[config.mk]
export PLATFORM = sky130hd
export DESIGN_NAME = qrrs_lfsr
export DESIGN_NICKNAME = d
export VERILOG_FILES = /design/src/rtl/qrrs_pkg.sv /design/src/rtl/qrrs_lfsr.sv
export SDC_FILE = /design/constraint.sdc
export NUM_CORES = 2
export LEC_CHECK = 0
export ABC_CLOCK_PERIOD_IN_PS = 2550
export BUFFER_PORTS_ARGS = -buffer_cell sky130_fd_sc_hd__buf_2
export CORE_ASPECT_RATIO = 0.8
export CORE_MARGIN = 4
export CORE_UTILIZATION = 40
export DETAILED_ROUTE_END_ITERATION = 8
export SLEW_MARGIN = 20
export SYNTH_ARGS = -nofsm -noshare
export SYNTH_HDL_FRONTEND = slang
export SYNTH_SLANG_ARGS = --single-unit
[constraint.sdc]
create_clock -name clk -period 2.55 [get_ports clk]
set_input_delay 0.3825 -clock clk [delete_from_list [all_inputs] [get_ports clk]]
set_output_delay 0.3825 -clock clk [all_outputs]
set_load 0.005 [all_outputs]
[src/rtl/qrrs_pkg.sv]
// Shared constants, types and GF(256) arithmetic for the QR Reed-Solomon parity encoder.
// No dependencies; every other file of the block refers to this package by scoped names.
package qrrs_pkg;

    // Largest number of parity bytes per block.
    localparam int MAX_PARITY = 32;
    // Width of a length or count that can hold the value MAX_PARITY itself.
    localparam int LEN_W = $clog2(MAX_PARITY + 1);
    // Width of the parity_length register.
    localparam int CFG_W = 6;
    // Reset value of the parity_length register.
    localparam logic [CFG_W-1:0] PARITY_LEN_RESET = 6'd10;
    // Low byte of the field polynomial x^8+x^4+x^3+x^2+1.
    localparam logic [7:0] FIELD_POLY_LO = 8'h1d;
    // Register index of parity_length in the configuration map.
    localparam logic REG_PARITY_LEN = 1'b0;

    typedef logic [7:0] byte_arr_t [MAX_PARITY];

    // Control that goes with a block of parity bytes handed to the output buffer.
    typedef struct packed {
        logic             load;
        logic [LEN_W-1:0] len;
    } par_load_t;

    // General GF(256) product, one shift-and-add step for each bit of y.
    function automatic logic [7:0] gf_mul(input logic [7:0] x, input logic [7:0] y);
        logic [7:0] a;
        logic [7:0] p;
        a = x;
        p = 8'h00;
        for (int i = 0; i < 8; i++)
        begin
            if (y[i])
            begin
                p = p ^ a;
            end
            a = {a[6:0], 1'b0} ^ (a[7] ? FIELD_POLY_LO : 8'h00);
        end
        return p;
    endfunction

    // Multiplication by alpha (the value 2).
    function automatic logic [7:0] gf_xtime(input logic [7:0] x);
        return {x[6:0], 1'b0} ^ (x[7] ? FIELD_POLY_LO : 8'h00);
    endfunction

    // Effective number of parity bytes: zero is taken as one, excess as MAX_PARITY.
    function automatic logic [LEN_W-1:0] clamp_len(input logic [CFG_W-1:0] v);
        logic [CFG_W:0] wide;
        logic [CFG_W:0] lim;
        wide = {1'b0, v};
        lim  = (CFG_W + 1)'(MAX_PARITY);
        if (wide == '0)
        begin
            return LEN_W'(1);
        end
        else if (wide > lim)
        begin
            return LEN_W'(MAX_PARITY);
        end
        return LEN_W'(wide);
    endfunction

endpackage

[src/rtl/qrrs_lfsr.sv]
// Input register and parity remainder register with its parallel GF feedback update.
// Depends on qrrs_pkg.
module qrrs_lfsr
(
    input  logic                        clk,
    input  logic                        rst_n,
    input  logic                        s_tvalid,
    output logic                        s_tready,
    input  logic [7:0]                  s_tdata,    // [7:0] data_byte
    input  logic                        s_tlast,
    input  logic                        gen_busy,
    input  qrrs_pkg::byte_arr_t         coeffs,
    input  logic                        clear,
    input  logic                        out_idle,
    input  logic [qrrs_pkg::LEN_W-1:0]  len,
    output qrrs_pkg::par_load_t         par_load,
    output qrrs_pkg::byte_arr_t         par_data
);

    logic                in_valid_reg;
    logic [7:0]          in_data_reg;
    logic                in_last_reg;
    qrrs_pkg::byte_arr_t rem_reg;
    qrrs_pkg::byte_arr_t rem_next;
    logic [7:0]          fb;
    logic                consume;

    // A last item waits here until the output buffer has emptied.
    assign consume  = in_valid_reg && !gen_busy && (!in_last_reg || out_idle);
    assign s_tready = !gen_busy && (!in_valid_reg || !in_last_reg || out_idle);

    // Remainder update: shift down by one byte and add the feedback times the generator.
    assign fb = in_data_reg ^ rem_reg[0];
    always_comb
    begin
        for (int i = 0; i < qrrs_pkg::MAX_PARITY; i++)
        begin
            if (i == qrrs_pkg::MAX_PARITY - 1)
            begin
                rem_next[i] = qrrs_pkg::gf_mul(coeffs[i], fb);
            end
            else
            begin
                rem_next[i] = rem_reg[i+1] ^ qrrs_pkg::gf_mul(coeffs[i], fb);
            end
        end
    end

    assign par_load.load = consume && in_last_reg;
    assign par_load.len  = len;
    assign par_data      = rem_next;

    // Input register.
    always_ff @(posedge clk or negedge rst_n)
    begin
        if (!rst_n)
        begin
            in_valid_reg <= 1'b0;
        end
        else if (s_tvalid && s_tready)
        begin
            in_valid_reg <= 1'b1;
        end
        else if (consume)
        begin
            in_valid_reg <= 1'b0;
        end
    end

    always_ff @(posedge clk)
    begin
        if (s_tvalid && s_tready)
        begin
            in_data_reg <= s_tdata;
            in_last_reg <= s_tlast;
        end
    end

    // Remainder register: cleared at the end of each block and on a length write.
    always_ff @(posedge clk or negedge rst_n)
    begin
        if (!rst_n)
        begin
            for (int i = 0; i < qrrs_pkg::MAX_PARITY; i++)
            begin
                rem_reg[i] <= 8'h00;
            end
        end
        else if (clear || (consume && in_last_reg))
        begin
            for (int i = 0; i < qrrs_pkg::MAX_PARITY; i++)
            begin
                rem_reg[i] <= 8'h00;
            end
        end
        else if (consume)
        begin
            rem_reg <= rem_next;
        end
    end

endmodule

==> impl_metrics.json <==
{
  "yosysMostFrequentCell": "xnor2_1",
  "core-area_um2": 116900,
  "dieHeight_um": 315.1,
  "fin_tns_setup_ns": -238.64,
  "p_leak_nw": 31.63,
  "clk_pin_slew_worst_paths_ns": 0.06,
  "io_buffer_count": 528,
  "grt_pass1_vias": 47800,
  "cts.sinks": 266,
  "postRouteAntennaNets": 0,
  "grt_max_degree": 106,
  "regArea_um2": 6709,
  "status": "complete, but fails checks",
  "slew_violations": 0,
  "synth.top_cell.area_share": 0.3665,
  "core.rowCount": 112,
  "die_area_um2": 123500,
  "cap_violations": 0,
  "initial_core_util": 0.4035,
  "place_inst": 8764,
  "yosys_warnings": 0,
  "synth_area_leaders": "xnor2_1, dfrtp_1, xor2_1, nor2_1, nand2_1",
  "largest_register_ffs": 256,
  "fmax_mhz": 282.9,
  "clock_skew_ns": 0.03612,
  "synth-edff-count": 9,
  "dpl_worst_slack_ns": -0.5540,
  "first_pass_iters": 6,
  "slew_headroom": 0.3375,
  "clock_tree.root_cell": "clkbuf_16",
  "nNetsFinal": 7937,
  "period_needed_ns": 3.535,
  "final_area_um2": 70240,
  "numCtsBuffers": 39,
  "synth.avg_cell_area_um2": 7.705,
  "io-pin-count": 541,
  "antenna_found_initial": 26,
  "n_fill_cell": 10010,
  "synth-main-ff-cell": "dfrtp_1",
  "rsz0062_at_grt": "yes",
  "ys_seq_area_frac": 0.1421,
  "cts_buffer_depth": 3,
  "ys_top_cells_by_count": "xnor2_1, nor2_1, nand2_1",
  "synth.distinct_cells": 45,
  "routed_wl_um": 209600,
  "route.detailed.drc": 0,
  "synth_seq_cells": 266,
  "total_power_mw": 77.84,
  "cp-end-kind": "primary output",
  "min_period_over_period": 1.386,
  "irDropWorstVdd_mv": 0.8698,
  "cp_max_fo": 6,
  "die_w_um": 391.9,
  "tightest_slew_ns": 0.9866,
  "cp_data_arrival_time_ns": 3.15,
  "finalSetupViolations": 434,
  "placed_area_um2": 59230,
  "overflow": 0,
  "grt_pass1_wl_um": 302200,
  "violations": "setup timing",
  "multi_input_area_um2": 41690,
  "fin_util": 0.6010,
  "routabilityCongestion": 0.9456,
  "viasPerCell": 5.356,
  "syn2layout_area_growth_pct": 48.95,
  "finalNonFillerCells": 9244,
  "worstHoldPathType": "in -> async",
  "cts_tree": "done",
  "vias": 49510,
  "dpl.hpwl_um": 141500,
  "synth_area_leader_cell": "xnor2_1",
  "worstSetupStartpointType": "flop",
  "synth_area_um2": 47160,
  "holdWs_ns": 0.2329,
  "drive_above_1_share": 0.3450,
  "syn-num-nets": 6397,
  "wire_per_inst_um": 22.68,
  "powerDensity_nw_per_um2": 1108,
  "post-route-worst-setup-slack_ns": -0.9846,
  "cp.required_ns": 2.17,
  "first_iter_violations": 5130,
  "netlist_instances": 6120,
  "async_flop_share": 0.9662,
  "grt_usage": 0.3189,
  "crit_type": "reg -> out",
  "clock_latency_ns": 0.64,
  "hold_viol_final": 0,
  "htreeDepth": 2
}
## cell families after synthesis
| group | share of synthesized area |
|---|---|
| mux | 0.003396 |
| xor+xnor | 0.5491 |
| flops | 0.1421 |
| buf+inv | 0.05447 |
| compound gates | 0.08719 |
| simple gates | 0.1638 |
## routing by layer
layer  global-route usage  routed length, µm  vias up
met4               0.1056               7776       10
met1               0.4494              88490    24040
met3              0.06630              22360      458
li1                     -                  -    22330
met5                    0                 66        -
met2               0.4846              90930     2674
## area by class of cell
class	instances	share of cell area
clock buffers	46	0.01455
flip-flops and latches	266	0.09551
inverters	19	0.001015
diodes	15	0.0005344
clock inverters	25	0.004845
multi-input cells	5284	0.5936
repair buffers	2050	0.2625
well taps	1539	0.02741
## power breakdown
part           internal (mW)  switching [mW]
registers               4.91           0.705
logic                   35.6            30.4
clock network           3.60            2.61
## placed cells by master (no fill, tap or decap), types with 13 or more instances in the layout
cell type / n
inv_1: 19
nand2_1: 722
nand2_2: 62
or3_1: 26
xnor2_2: 224
a21oi_1: 56
buf_8: 52
buf_6: 169
xor3_1: 13
buf_16: 51
xnor2_4: 18
nor2b_1: 21
nand3_1: 19
dfrtp_1: 251
buf_4: 1140
xor2_2: 45
a32oi_1: 24
mux2i_1: 15
o22ai_1: 29
nor2_4: 26
nand2_4: 69
a22o_1: 257
nor2_1: 985
buf_2: 466
xor2_1: 538
xnor3_1: 123
xnor2_1: 1740
nor2_2: 17
o21ai_0: 72
o21ai_1: 14
nor3_1: 30
buf_12: 144
diode_2: 15
a22oi_1: 27
clkbuf_16: 47
## timing repair
item	in CTS	in global routing
setup endpoints to repair	429	498
hold endpoints to repair	57	0
gates cloned	43	7
hold buffers	12	0
pin swaps	413	429
setup buffers	231	123
gates resized for setup	528	534
## worst paths after layout
kind	from	cells past startpoint	slack, ns	endpoint
max	rem_reg[249]	12	-0.98	par_data[152]
min	rst_n	2	0.23	rem_reg[139]
max reg2reg	rem_reg[249]	16	-0.47	rem_reg[76]
min reg2reg	rem_reg[100]	1	0.51	rem_reg[100]
max in group asynchronous	rst_n	3	1.50	rem_reg[17]
min in group clk	coeffs[243]	4	0.40	rem_reg[243]
## worst max-delay path, stage by stage, from the launching register on
cell       delay [ns]
dfrtp_2          0.43
buf_12           0.14
xnor2_4          0.17
clkbuf_16        0.20
buf_12           0.16
buf_4            0.14
buf_6            0.12
or3_4            0.36
a32oi_2          0.20
xnor2_1          0.17
xnor2_1          0.16
buf_4            0.16
buf_6            0.09
No activity file was read; power rests on OpenSTA's default activity.
