## config.mk

```make
export PLATFORM = sky130hd
export DESIGN_NAME = qrrs_gen
export DESIGN_NICKNAME = d
export VERILOG_FILES = /design/src/rtl/qrrs_pkg.sv /design/src/rtl/qrrs_gen.sv
export SDC_FILE = /design/constraint.sdc
export NUM_CORES = 2
export LEC_CHECK = 0
export BUFFER_PORTS_ARGS = -buffer_cell sky130_fd_sc_hd__buf_2
export CORE_ASPECT_RATIO = 1.75
export CORE_MARGIN = 2
export CORE_UTILIZATION = 50
export CTS_CLUSTER_DIAMETER = 100
export DETAILED_ROUTE_END_ITERATION = 16
export PLACE_DENSITY = 0.66
export SLEW_MARGIN = 40
export SYNTH_ARGS = -nofsm -noshare
export SYNTH_HDL_FRONTEND = slang
export SYNTH_SLANG_ARGS = --single-unit
```

## constraint.sdc

```tcl
create_clock -name clk -period 3 [get_ports clk]
set_clock_uncertainty 0.15 [all_clocks]
set_input_delay 0.6 -clock clk [delete_from_list [all_inputs] [get_ports clk]]
set_output_delay 0.6 -clock clk [all_outputs]
set_load 0.02 [all_outputs]
```

## src/rtl/qrrs_pkg.sv

```systemverilog
// Shared constants, types and GF(256) arithmetic for the QR Reed-Solomon parity encoder.
// No dependencies; every other file of the block refers to this package by scoped names.
package qrrs_pkg;

    // Largest number of parity bytes per block.
    localparam int MAX_PARITY = 32;
    // Width of a length or count that can hold the value MAX_PARITY itself.
    localparam int LEN_W = $clog2(MAX_PARITY + 1);
    // Width of the parity_length register.
    localparam int CFG_W = 6;
    // Reset value of the parity_length register.
    localparam logic [CFG_W-1:0] PARITY_LEN_RESET = 6'd10;
    // Low byte of the field polynomial x^8+x^4+x^3+x^2+1.
    localparam logic [7:0] FIELD_POLY_LO = 8'h1d;
    // Register index of parity_length in the configuration map.
    localparam logic REG_PARITY_LEN = 1'b0;

    typedef logic [7:0] byte_arr_t [MAX_PARITY];

    // Control that goes with a block of parity bytes handed to the output buffer.
    typedef struct packed {
        logic             load;
        logic [LEN_W-1:0] len;
    } par_load_t;

    // General GF(256) product, one shift-and-add step for each bit of y.
    function automatic logic [7:0] gf_mul(input logic [7:0] x, input logic [7:0] y);
        logic [7:0] a;
        logic [7:0] p;
        a = x;
        p = 8'h00;
        for (int i = 0; i < 8; i++)
        begin
            if (y[i])
            begin
                p = p ^ a;
            end
            a = {a[6:0], 1'b0} ^ (a[7] ? FIELD_POLY_LO : 8'h00);
        end
        return p;
    endfunction

    // Multiplication by alpha (the value 2).
    function automatic logic [7:0] gf_xtime(input logic [7:0] x);
        return {x[6:0], 1'b0} ^ (x[7] ? FIELD_POLY_LO : 8'h00);
    endfunction

    // Effective number of parity bytes: zero is taken as one, excess as MAX_PARITY.
    function automatic logic [LEN_W-1:0] clamp_len(input logic [CFG_W-1:0] v);
        logic [CFG_W:0] wide;
        logic [CFG_W:0] lim;
        wide = {1'b0, v};
        lim  = (CFG_W + 1)'(MAX_PARITY);
        if (wide == '0)
        begin
            return LEN_W'(1);
        end
        else if (wide > lim)
        begin
            return LEN_W'(MAX_PARITY);
        end
        return LEN_W'(wide);
    endfunction

endpackage

```

## src/rtl/qrrs_gen.sv

```systemverilog
// Generator polynomial builder: multiplies (x - alpha^i) into the product, one root per cycle.
// Depends on qrrs_pkg.
module qrrs_gen
(
    input  logic                         clk,
    input  logic                         rst_n,
    input  logic                         start,
    input  logic [qrrs_pkg::LEN_W-1:0]   len,
    output logic                         busy,
    output qrrs_pkg::byte_arr_t          coeffs
);

    localparam logic [qrrs_pkg::LEN_W-1:0] LEN_ONE = qrrs_pkg::LEN_W'(1);

    logic                       busy_reg;
    logic [qrrs_pkg::LEN_W-1:0] count_reg;
    logic [7:0]                 root_reg;
    qrrs_pkg::byte_arr_t        coeff_reg;
    qrrs_pkg::byte_arr_t        coeff_next;

    // One step of the product: g[j] ^= g[j-1] * root for every j, with the leading 1 implicit.
    always_comb
    begin
        for (int k = 0; k < qrrs_pkg::MAX_PARITY; k++)
        begin
            if (k == 0)
            begin
                coeff_next[k] = coeff_reg[k] ^ root_reg;
            end
            else
            begin
                coeff_next[k] = coeff_reg[k] ^ qrrs_pkg::gf_mul(coeff_reg[k-1], root_reg);
            end
        end
    end

    // Build sequencer: a reset or a length write restarts the product from 1.
    always_ff @(posedge clk or negedge rst_n)
    begin
        if (!rst_n)
        begin
            busy_reg  <= 1'b1;
            count_reg <= '0;
            root_reg  <= 8'h01;
            for (int k = 0; k < qrrs_pkg::MAX_PARITY; k++)
            begin
                coeff_reg[k] <= 8'h00;
            end
        end
        else if (start)
        begin
            busy_reg  <= 1'b1;
            count_reg <= '0;
            root_reg  <= 8'h01;
            for (int k = 0; k < qrrs_pkg::MAX_PARITY; k++)
            begin
                coeff_reg[k] <= 8'h00;
            end
        end
        else if (busy_reg)
        begin
            if (count_reg == len)
            begin
                busy_reg <= 1'b0;
            end
            else
            begin
                coeff_reg <= coeff_next;
                root_reg  <= qrrs_pkg::gf_xtime(root_reg);
                count_reg <= count_reg + LEN_ONE;
            end
        end
    end

    assign busy   = busy_reg;
    assign coeffs = coeff_reg;

endmodule

```

==> flow_summary.toml <==
[setup_path]
crit_path_start_kind = "flop"
r2r_setup_slack_ps = 130
r2r_end = "coeffs[242]$_DFFE_PN0P_"
worstReg2RegStart = "root_reg[4]$_DFFE_PN0P_"
end_kind = "flop"
crit_required_ps = 3350
arrival_ps = 3230
path_class = "flop to flop"
worst_r2r_path_depth = 7
path_max_fanout = 44

[finish]
stdcell_count = 7920
finish.net_count = 6692
largest_register_ffs = 256
final_layout_size_suffix_gt1_share_pct = 12.93
design_area_mm2 = 0.05340
syn_to_final_growth_pct = 11.00
n_antenna_cell = 0

[logic_synthesis]
yosys.area.top_type = "xnor2_1"
syn_inst = 6575
yosysWarnings = 0
synth_most_common_cell = "xnor2_1"
ys_seq_area_share_pct = 14.10
syn_area_mm2 = 0.04811
syn-num-nets = 6586
synth_area_leaders = "xnor2_1 (29%), dfrtp_1 (14%), nand2_1 (12%)"
netlist_top_cells_count = "xnor2_1 (1619), nand2_1 (1600), xor2_1 (614)"
ys.flop_type = "dfrtp_1"
synth-edff-count = 0
ys_ff_latch = 271
synth_top_area_share_pct = 29.47
async_flop_share_pct = 100.0
synth.lib_cells_used.distinct = 72
avgSynthCellArea_um2 = 7.317

[clocking]
insertion_delay_ps = 590
clkTransAtPathRegs_ps = 60
postCtsSetupBuffers = 0
numClockSinks = 271
cts_htree_levels = 2
cts_tree = "yes"
root_buffer = "clkbuf_16"
cts_buffers = 37
clockBufferDepth = 3

[min_path]
hold_end = "busy$_DFF_PN1_"
hold_class = "input pin to flop"
hp-start = "len[3]"
whs_path_depth = 5

[power]
p_clk_share_pct = 8.9
pwr-share-seq_pct = 15.4
swShare_pct = 51.93
switchingPower_w = 0.02677
ir_drop_mv = 0.6085
power.density_mw_per_mm2 = 965.3
p_int_w = 0.02478
pwr-share-comb_pct = 75.6
p_leak_nw = 20.43

[global_routing]
grt_util_all_layers_pct = 33.56
grt_pass1_vias = 45356
grt_max_degree = 120
antenna_found_initial = 1
grt-ovfl-total = 0
grt_pass1_wl_mm = 260.8

[floorplan]
placementRows = 150
start_util_pct = 50.36
die_y_um = 414.4
io_pins = 266
die_width_um = 238.5
coreArea_mm2 = 0.09553
dieArea_mm2 = 0.09882

[timing]
slew_headroom_pct = 41.26
final_hold_viol_count = 0
tns_ps = 0
tightest_slew_ps = 877.9
clock.fmax_mhz = 347.9
post-route-period-util_pct = 95.82
drv_slew = 0
finalSetupViolations = 0
period_needed_ps = 2875
rsz0062_at_grt = "false"

[routing]
drc_errors = 0
first_iter_violations = 3478
dr.pass1.iters = 7
routedWlPerCell_um = 21.50
vias_per_cell = 5.818
drt-total-wl_mm = 170.3
route.vias.total = 46081
antenna_left = 0

[placed_design]
dp_hpwl_mm = 117.8
dp.cells = 7857
portBuffers = 265
placed_area_mm2 = 0.05222
gp_congestion = 0.9224

[job]
drv_cap = 0

[run_status]
status = "finished, final reports clean"
critical path, stage by stage (launching register included):
cell and delay (ps):
dfrtp_4 430, buf_12 300, nand2b_2 480, buf_12 330, o32ai_1 150, xnor3_1 480
or3_1 310, a21oi_1 140
per-layer routing:
| layer | vias up | global-route usage, % | routed length [um] |
|---|---|---|---|
| met1 | 22313 | 37.74 | 63430 |
| met5 | - | 0 | 0 |
| met3 | 645 | 4.965 | 11610 |
| met4 | 0 | 22.46 | 12090 |
| li1 | 21228 | - | - |
| met2 | 1895 | 58.35 | 83180 |
cells in the final DEF (no fill, tap or decap), drive strengths merged, types with 69 or more instances in the layout:
cell type	Yosys	final
nor2	232	232
or3	193	193
nand2b	69	69
o21ai	341	341
xor2	639	639
mux2i	96	96
nand2	1600	1600
xnor2	1633	1633
a22oi	116	116
xnor3	73	73
a21oi	303	303
buf	384	706
dfrtp	269	269
worst max path at each step:
stage                            startpoint                       to  slack, ps  cells past startpoint
CTS                 root_reg[4]$_DFFE_PN0P_  coeffs[123]$_DFFE_PN0P_        130                      9
global placement    root_reg[6]$_DFFE_PN0P_  coeffs[140]$_DFFE_PN0P_        160                      7
global route        coeffs[126]$_DFFE_PN0P_  coeffs[119]$_DFFE_PN0P_          3                      8
floorplan           coeffs[181]$_DFFE_PN0P_  coeffs[171]$_DFFE_PN0P_        360                      9
detailed placement  root_reg[4]$_DFFE_PN0P_  coeffs[123]$_DFFE_PN0P_        150                      9
finish              root_reg[4]$_DFFE_PN0P_  coeffs[242]$_DFFE_PN0P_        130                      7
power groups by stage:
stage                     Combinational [W]  Clock [W]  Sequential (W)
after CTS                            0.0388    0.00466         0.00790
after global placement               0.0379          0         0.00791
after global routing                 0.0420    0.00476         0.00814
final                                0.0390    0.00460         0.00796
after floorplan                      0.0285          0         0.00744
after detailed placement             0.0385          0         0.00795
kinds of logic after synthesis:
| kind of cell | after synthesis | synth area share [%] |
|---|---|---|
| simple gates | 2202 | 19.05 |
| xor+xnor | 2366 | 46.43 |
| buf+inv | 673 | 6.176 |
| flops | 271 | 14.10 |
| compound gates | 937 | 11.55 |
| mux | 124 | 2.653 |
| fa+ha+maj | 2 | 0.05200 |
through the flow:
step | total power (W) | hold WS [ps] | utilization, % | worst slack (ps)
after detailed placement | 0.04648 | 371.9 | 54.66 | 145.5
after global routing | 0.05494 | 335.8 | 55.90 | 3.265
final | 0.05155 | 317.3 | 55.90 | 125.5
after floorplan | 0.03594 | 154.4 | - | 363.2
after global placement | 0.04584 | 376.3 | 54.62 | 158.7
after CTS | 0.05133 | 296.4 | 55.89 | 127.1
layout make-up:
| cell class | instances | area (um^2) |
|---|---|---|
| fillers | 8996 | 42130 |
| clock buffers | 58 | 1135 |
| clock inverters | 4 | 23.77 |
| inverters | 33 | 128.9 |
| flip-flops and latches | 271 | 6815 |
| well taps | 1216 | 1521 |
| multi-input cells | 5631 | 38430 |
| repair buffers | 707 | 5353 |
timing repair:
item / in CTS / in global routing
setup endpoints to repair: 0 / 4
gates resized for setup: 0 / 4
hold endpoints to repair: 34 / 0
hold buffers: 1 / 0
No activity file was read; power rests on OpenSTA's default activity.
