File: config.mk
export PLATFORM = sky130hd
export DESIGN_NAME = qrrs_par_out
export DESIGN_NICKNAME = d
export VERILOG_FILES = /design/src/rtl/qrrs_pkg.sv /design/src/rtl/qrrs_par_out.sv
export SDC_FILE = /design/constraint.sdc
export NUM_CORES = 1
export LEC_CHECK = 0
export BUFFER_PORTS_ARGS = -buffer_cell sky130_fd_sc_hd__buf_2
export CORE_ASPECT_RATIO = 0.8
export CORE_MARGIN = 2
export CORE_UTILIZATION = 42
export CTS_CLUSTER_SIZE = 30
export DETAILED_ROUTE_END_ITERATION = 12
export PLACE_DENSITY = 0.68
export SETUP_SLACK_MARGIN = 0.3
export SLEW_MARGIN = 0
export SYNTH_ARGS = -nofsm -noshare
export SYNTH_HDL_FRONTEND = slang
export SYNTH_SLANG_ARGS = --single-unit
File: constraint.sdc
create_clock -name clk -period 6.4 [get_ports clk]
set_input_delay 0.96 -clock clk [delete_from_list [all_inputs] [get_ports clk]]
set_output_delay 0.96 -clock clk [all_outputs]
set_load 0.03 [all_outputs]
File: src/rtl/qrrs_pkg.sv
// Shared constants, types and GF(256) arithmetic for the QR Reed-Solomon parity encoder.
// No dependencies; every other file of the block refers to this package by scoped names.
package qrrs_pkg;

    // Largest number of parity bytes per block.
    localparam int MAX_PARITY = 32;
    // Width of a length or count that can hold the value MAX_PARITY itself.
    localparam int LEN_W = $clog2(MAX_PARITY + 1);
    // Width of the parity_length register.
    localparam int CFG_W = 6;
    // Reset value of the parity_length register.
    localparam logic [CFG_W-1:0] PARITY_LEN_RESET = 6'd10;
    // Low byte of the field polynomial x^8+x^4+x^3+x^2+1.
    localparam logic [7:0] FIELD_POLY_LO = 8'h1d;
    // Register index of parity_length in the configuration map.
    localparam logic REG_PARITY_LEN = 1'b0;

    typedef logic [7:0] byte_arr_t [MAX_PARITY];

    // Control that goes with a block of parity bytes handed to the output buffer.
    typedef struct packed {
        logic             load;
        logic [LEN_W-1:0] len;
    } par_load_t;

    // General GF(256) product, one shift-and-add step for each bit of y.
    function automatic logic [7:0] gf_mul(input logic [7:0] x, input logic [7:0] y);
        logic [7:0] a;
        logic [7:0] p;
        a = x;
        p = 8'h00;
        for (int i = 0; i < 8; i++)
        begin
            if (y[i])
            begin
                p = p ^ a;
            end
            a = {a[6:0], 1'b0} ^ (a[7] ? FIELD_POLY_LO : 8'h00);
        end
        return p;
    endfunction

    // Multiplication by alpha (the value 2).
    function automatic logic [7:0] gf_xtime(input logic [7:0] x);
        return {x[6:0], 1'b0} ^ (x[7] ? FIELD_POLY_LO : 8'h00);
    endfunction

    // Effective number of parity bytes: zero is taken as one, excess as MAX_PARITY.
    function automatic logic [LEN_W-1:0] clamp_len(input logic [CFG_W-1:0] v);
        logic [CFG_W:0] wide;
        logic [CFG_W:0] lim;
        wide = {1'b0, v};
        lim  = (CFG_W + 1)'(MAX_PARITY);
        if (wide == '0)
        begin
            return LEN_W'(1);
        end
        else if (wide > lim)
        begin
            return LEN_W'(MAX_PARITY);
        end
        return LEN_W'(wide);
    endfunction

endpackage

File: src/rtl/qrrs_par_out.sv
// Parity output buffer: holds one block of parity bytes and shifts them out one per item.
// Depends on qrrs_pkg.
module qrrs_par_out
(
    input  logic                        clk,
    input  logic                        rst_n,
    input  qrrs_pkg::par_load_t         par_load,
    input  qrrs_pkg::byte_arr_t         par_data,
    output logic                        out_idle,
    output logic                        m_tvalid,
    input  logic                        m_tready,
    output logic [7:0]                  m_tdata,    // [7:0] parity_byte
    output logic                        m_tlast
);

    localparam logic [qrrs_pkg::LEN_W-1:0] LEN_ONE = qrrs_pkg::LEN_W'(1);

    logic [qrrs_pkg::LEN_W-1:0] cnt_reg;
    qrrs_pkg::byte_arr_t        buf_reg;

    // Count of parity bytes still to be delivered.
    always_ff @(posedge clk or negedge rst_n)
    begin
        if (!rst_n)
        begin
            cnt_reg <= '0;
        end
        else if (par_load.load)
        begin
            cnt_reg <= par_load.len;
        end
        else if (m_tvalid && m_tready)
        begin
            cnt_reg <= cnt_reg - LEN_ONE;
        end
    end

    // Byte buffer, highest-order coefficient at the head.
    always_ff @(posedge clk)
    begin
        if (par_load.load)
        begin
            buf_reg <= par_data;
        end
        else if (m_tvalid && m_tready)
        begin
            for (int i = 0; i < qrrs_pkg::MAX_PARITY - 1; i++)
            begin
                buf_reg[i] <= buf_reg[i+1];
            end
        end
    end

    assign out_idle = (cnt_reg == '0);
    assign m_tvalid = (cnt_reg != '0);
    assign m_tdata  = buf_reg[0];
    assign m_tlast  = (cnt_reg == LEN_ONE);

endmodule

==> results.txt, run 1 <==
Outcome = finished, final reports clean
Core Area = 0.0262 mm²
Hold_buf cts = 0
PD cells = 293 mW/mm²
Final nets = 1131
Post-synth cell types = 34
Most frequent cells in the layout = buf_2 (275), edfxtp_1 (256), mux2_2 (188), mux2_1 (60), clkbuf_16 (27)
Initial DRC count = 291
Synthesis-stage register bit count = 262
Top Usage Layer GRT = met2
Num CTS Buffers = 27
Vias per cell = 4.82
Max Fclk = 350 MHz
Final TNS setup = 0 ps
Main combinational cell family by area after synthesis = multiplexers
Die Y = 150 µm
Final setup vio count = 0
Max Slew Vio Count = 0
Clock latency on the worst-skew pair = 540 ps
Unrepaired setup endpoints after global routing = no
Max H-tree Level = 1
Post-DP HPWL = 14500 µm
Slew margin rel. = 36.3%
Routed Antenna Nets = 0
Global routing usage on met2 = 23.0%
Routed Wire Length = 21800 µm
CTS tree = yes
Delay of the slowest critical-path stage = 460 ps
Ys Warns = 0
Mux cell area share after synthesis = 25.2%
TritonRoute pass-1 iters = 4
Syn_nets = 862
Post-synth EDFFs = 256
Cells after Synth = 594
Setup CP Type = reg2out
Rows = 53
CTS Sinks = 262
Total number of vias = 6026
Initial Util = 42.7%
Min Tclk post-route = 2860 ps
Largest net degree at the start of global routing = 174
CP Max Fanout = 6
# IOs = 277
Die W = 186 µm
WP data required = 5440 ps
Worst Path Buf+Inv = 2
Worst setup SP type = flip-flop
Simple-gate portion of the synthesized area = 1.42%
Worst Hold Class = in2async
WL per Instance = 17.5 µm
Die area = 0.0280 mm²
Final WS setup = 3540 ps
Final Cycle Share = 44.7%
Pre-CTS setup slack = 2920 ps
Commonest non-fill, non-tap cell in the layout = buf_2
Vias in the first global route = 6217
Worst VDD drop = 0.188 mV
Met1 Usage GRT = 19.8%
Mean Syn Cell Area = 18.8 µm²
CP Cell Sequence = nor4_2 > nand2_1 > inv_1 > buf_2
Final hold viol count = 0
Number of flip-flops in the largest register = 248
Adder-Cell Fraction of Synth Area = 0.224%
Asr flop ratio synth = 2.29%
Top FF cell, synth = edfxtp_1
Synth-to-Final Area Change = 22.5%
Leak Pwr = 5.31 nW
GRT Resource Usage Total = 15.0%
# DRC = 0
Critical Path AT = 1900 ps
GRT met3 Usage = 5.39%
Worst hold-check slack = 244 ps
Initial antenna violation count = 14
# port buffers = 276
XOR/XNOR share of the synthesized area = 0%
Cell Area, Synth = 0.0112 mm²
CTS Buffer Depth = 3
Max-cap viol count = 0
Clock root cell = clkbuf_16
Sequential share of the synthesized area = 70.1%
Layout cells sized above 1 = 57.7%
First-pass GRT wire length = 32900 µm
Reg clk slew, reported paths = 60 ps
Post-synthesis compound-gate area fraction = 0.839%
Post-CTS sizing = 0
Worst Tran Pin Value = 956 ps
Delay-heaviest family, CP = simple AND/OR/NAND/NOR gates
Grt total ovfl = 0
Post-CTS Setup Bufs = 0
RD Place Congestion = 0.751
Crit end category = primary output
Setup Skew = 8.92 ps
Slowest CP cell = nor4_2
logic make-up (layout without fill, tap and decap cells):
logic type      Yosys count  in the layout
mux                     250            250
buf+inv                  44            332
simple gates             24             24
compound gates           12             12
flops                   262            262
fa+ha+maj                 2              2
other cells               0             12
path summary, 6_finish.rpt:
| check | from | endpoint | slack, ps | cells after the start |
|---|---|---|---|---|
| min in group clk | buf_reg[65] | buf_reg[73] | 520 | 1 |
| worst max-delay path | cnt_reg[2] | out_idle | 3540 | 4 |
| worst min register to register | buf_reg[65] | buf_reg[73] | 520 | 1 |
| max in group asynchronous | rst_n | cnt_reg[5] | 6000 | 1 |
| worst min-delay path | rst_n | cnt_reg[3] | 240 | 1 |
| worst max register to register | cnt_reg[0] | buf_reg[147] | 3570 | 5 |
routing by layer:
metal	up-vias	share of wire (%)
li1	2877	-
met1	2908	43
met2	197	46
met3	40	8.6
met4	4	2.6
met5	-	0.12
cell usage after synthesis, types with 4 or more instances:
library cell / instances / area share [%]
edfxtp_1: 256 / 69
buf_4: 10 / 0.67
inv_1: 5 / 0.17
nor2_1: 4 / 0.13
dfrtp_1: 6 / 1.3
buf_2: 27 / 1.2
mux2_1: 60 / 6.0
nand2_1: 8 / 0.27
mux2_2: 188 / 19
final cells by class:
| cell class | count | area, µm² |
|---|---|---|
| fillers | 2181 | 12500 |
| flip-flops and latches | 262 | 7840 |
| multi-input cells | 288 | 3100 |
| repair buffers | 279 | 1440 |
| clock buffers | 38 | 767 |
| well taps | 357 | 447 |
| clock inverters | 10 | 57.6 |
| diodes | 12 | 30.0 |
| inverters | 5 | 18.8 |
stage by stage:
stage	cell area [µm²]	instances	total power, W	utilization, %
after global routing	13700	1246	0.00418	52.2
after floorplan	11200	594	0.00245	-
after CTS	13700	1239	0.00407	52.2
after detailed placement	12800	1191	0.00259	49.0
after global placement	12800	1191	0.00257	49.0
final	13700	1251	0.00402	52.3
power by group:
group	switching (W)	leakage, nW	internal, W
clock network	0.000642	0.407	0.000832
registers	0.0000534	2.67	0.00212
logic	0.000164	2.23	0.000208
total	0.000859	5.31	0.00316
No activity file was read; power rests on OpenSTA's default activity.
==> run 2, diff against run 1 <==
clock period = 2.63 ns   (was 6.4 ns; I/O delays follow)
==> run 2 against run 1 <==
Effect of this change: first-iteration DRC count rose by 29%; combinational power rose to 2.5 times the previous value; final area rose by 1.9%; final cell count rose by 0.96%.
==> results.txt, run 2 (synthesis results as in run 1) <==
Commonest non-fill, non-tap cell in the layout = buf_2
Core Area = 0.0262 mm² (unchanged)
Total number of vias = 6138 (+1.9%)
Setup crit end = out_idle
CP Launch Point = cnt_reg[4]
Pre-CTS setup slack = 515 ps (-2410 ps)
Routed Antenna Nets = 0 (unchanged)
# DRC = 0 (unchanged)
Initial DRC count = 376 (+29%)
PD cells = 723 mW/mm² (+150%)
TritonRoute pass-1 iters = 4 (unchanged)
Max H-tree Level = 1 (unchanged)
Post-DP Area = 0.0130 mm² (+1.3%)
Clock root cell = clkbuf_16
First-pass GRT wire length = 33500 µm (+1.8%)
Unrepaired setup endpoints after global routing = no
Total power = 0.0101 W (+150%)
Max Fclk = 454 MHz
Dpl cells = 1202 (+0.92%)
GRT Resource Usage Total = 15.3% (+0.31 points)
Die area = 0.0280 mm² (unchanged)
Outcome = finished, final reports clean
Most frequent cells in the layout = buf_2 (275), edfxtp_1 (256), mux2_2 (188), mux2_1 (60), clkbuf_16 (29)
Finished Layout Cells = 1263 (+0.96%)
Routed Wire Length = 22000 µm (+0.71%)
Worst setup SP type = flip-flop
Crit end category = primary output
CTS Sinks = 262 (unchanged)
CTS Buffer Depth = 3 (unchanged)
Worst Hold Class = in2reg
Die W = 186 µm (unchanged)
Final setup vio count = 0 (unchanged)
Worst VDD drop = 0.558 mV (+200%)
Final TNS setup = 0 ps (unchanged)
Worst Tran Pin Value = 553 ps (-403 ps)
Fill cells = 2138 (-2.0%)
Reg2Reg Setup Slack = 730 ps (-2840 ps)
Initial antenna violation count = 16 (+2)
Max Slew Vio Count = 0 (unchanged)
Clock latency on the worst-skew pair = 530 ps (about the same)
CP Max Fanout = 8 (+2)
Post-DP HPWL = 15400 µm (+6.5%)
Initial Util = 42.7% (unchanged)
Die Y = 150 µm (unchanged)
Reg2Reg Depth = 5 (unchanged)
Max-cap viol count = 0 (unchanged)
Min Tclk post-route = 2200 ps
Final instance area = 0.0139 mm² (+1.9%)
Reg clk slew, reported paths = 60 ps (about the same)
Final nets = 1145 (+1.2%)
Start of the worst register-to-register path = cnt_reg[0]
Vias in the first global route = 6146 (-1.1%)
Leak Pwr = 5.44 nW (+2.3%)
Rows = 53 (unchanged)
Global routing usage on met2 = 23.1% (+0.11 points)
Met1 Usage GRT = 20.0% (+0.21 points)
Layout cells sized above 1 = 58.6% (+0.93 points)
Final Cycle Share = 83.8%
Num CTS Buffers = 28 (+3.7%)
Synth-to-Final Area Change = 24.7%
Grt total ovfl = 0 (unchanged)
Worst r2r dst = m_tdata[6]
WP data required = 2240 ps (-3200 ps)
CTS tree = yes
Slew margin rel. = 63.1% (+27 points)
Critical Path AT = 1810 ps (-90 ps)
Top Usage Layer GRT = met2
Setup Skew = 7.71 ps (-1.20 ps)
RD Place Congestion = 0.734 (-2.2%)
WL per Instance = 17.4 µm (-0.24%)
Final WS setup = 427 ps (-3110 ps)
Vias per cell = 4.86 (+0.89%)
Final hold viol count = 0 (unchanged)
# port buffers = 276 (unchanged)
Largest net degree at the start of global routing = 78 (-55%)
GRT met3 Usage = 7.18% (+1.8 points)
# IOs = 277 (unchanged)
Number of flip-flops in the largest register = 248 (unchanged)
Setup CP Type = reg2out
-- run 2: changes by cell type in the layout (fill, tap and decap cells not counted), sizes merged --
| cell | previous run | this run |
|---|---|---|
| buf | 279 | 291 |
| bufinv | 0 | 3 |
| clkbuf | 38 | 36 |
| clkinv | 9 | 11 |
| diode | 12 | 9 |
| dlygate4sd3 | 0 | 1 |
| inv | 6 | 5 |
-- run 2: final cells by class --
class,count,area (µm²),area share [%]
inverters,5,18.8,0.135
flip-flops and latches,262,7840,56.2
repair buffers,292,1600,11.5
clock inverters,14,144,1.03
multi-input cells,288,3130,22.4
diodes,9,22.5,0.161
well taps,357,447,3.20
clock buffers,36,752,5.39
-- run 2: worst max-delay path, cell delays in order (launching register included) --
cell and delay, ps:
dfrtp_1 470, nor4_4 280, buf_4 190, nand2_8 60
inv_1 90, buf_2 200
-- run 2: per-stage QoR --
stage               util, %  hold WS (ps)
global route           53.2          17.3
finish                 53.3          43.2
floorplan                 -          98.9
detailed placement     49.6           222
global placement       49.6           223
CTS                    53.1          17.6
-- run 2: what timing repair did --
item                                    4_1_cts  5_1_grt
endpoints found under the setup margin        2        1
pin swaps                                     0        1
hold endpoints to repair                      6        0
hold buffers                                  1        0
gates cloned                                  0        0
gates resized for setup                       1        0
setup buffers                                 0        1
-- run 2: worst min-delay path by stage --
stage | slack [ps] | end | from | depth (start not counted)
6_report | 40 | buf_reg[0] | par_data[0] | 1
3_5_place_dp | 220 | cnt_reg[4] | rst_n | 1
2_1_floorplan | 100 | cnt_reg[0] | rst_n | 0
3_3_place_gp | 220 | cnt_reg[4] | rst_n | 1
5_1_grt | 20 | buf_reg[5] | par_data[5] | 1
4_1_cts | 20 | buf_reg[2] | par_data[2] | 1
-- run 2: power breakdown --
group | total [W] | internal (W) | switching (W)
Combinational | 0.000945 | 0.000535 | 0.000410
Clock | 0.00385 | 0.00230 | 0.00155
Sequential | 0.00529 | 0.00516 | 0.000134
Total | 0.0101 | 0.00799 | 0.00210
-- run 2: routing by layer --
| layer | share of wire (%) | wire, µm |
|---|---|---|
| met5 | 0.40 | 89 |
| met4 | 2.2 | 482 |
| met3 | 10 | 2260 |
| met1 | 43 | 9390 |
| met2 | 44 | 9770 |
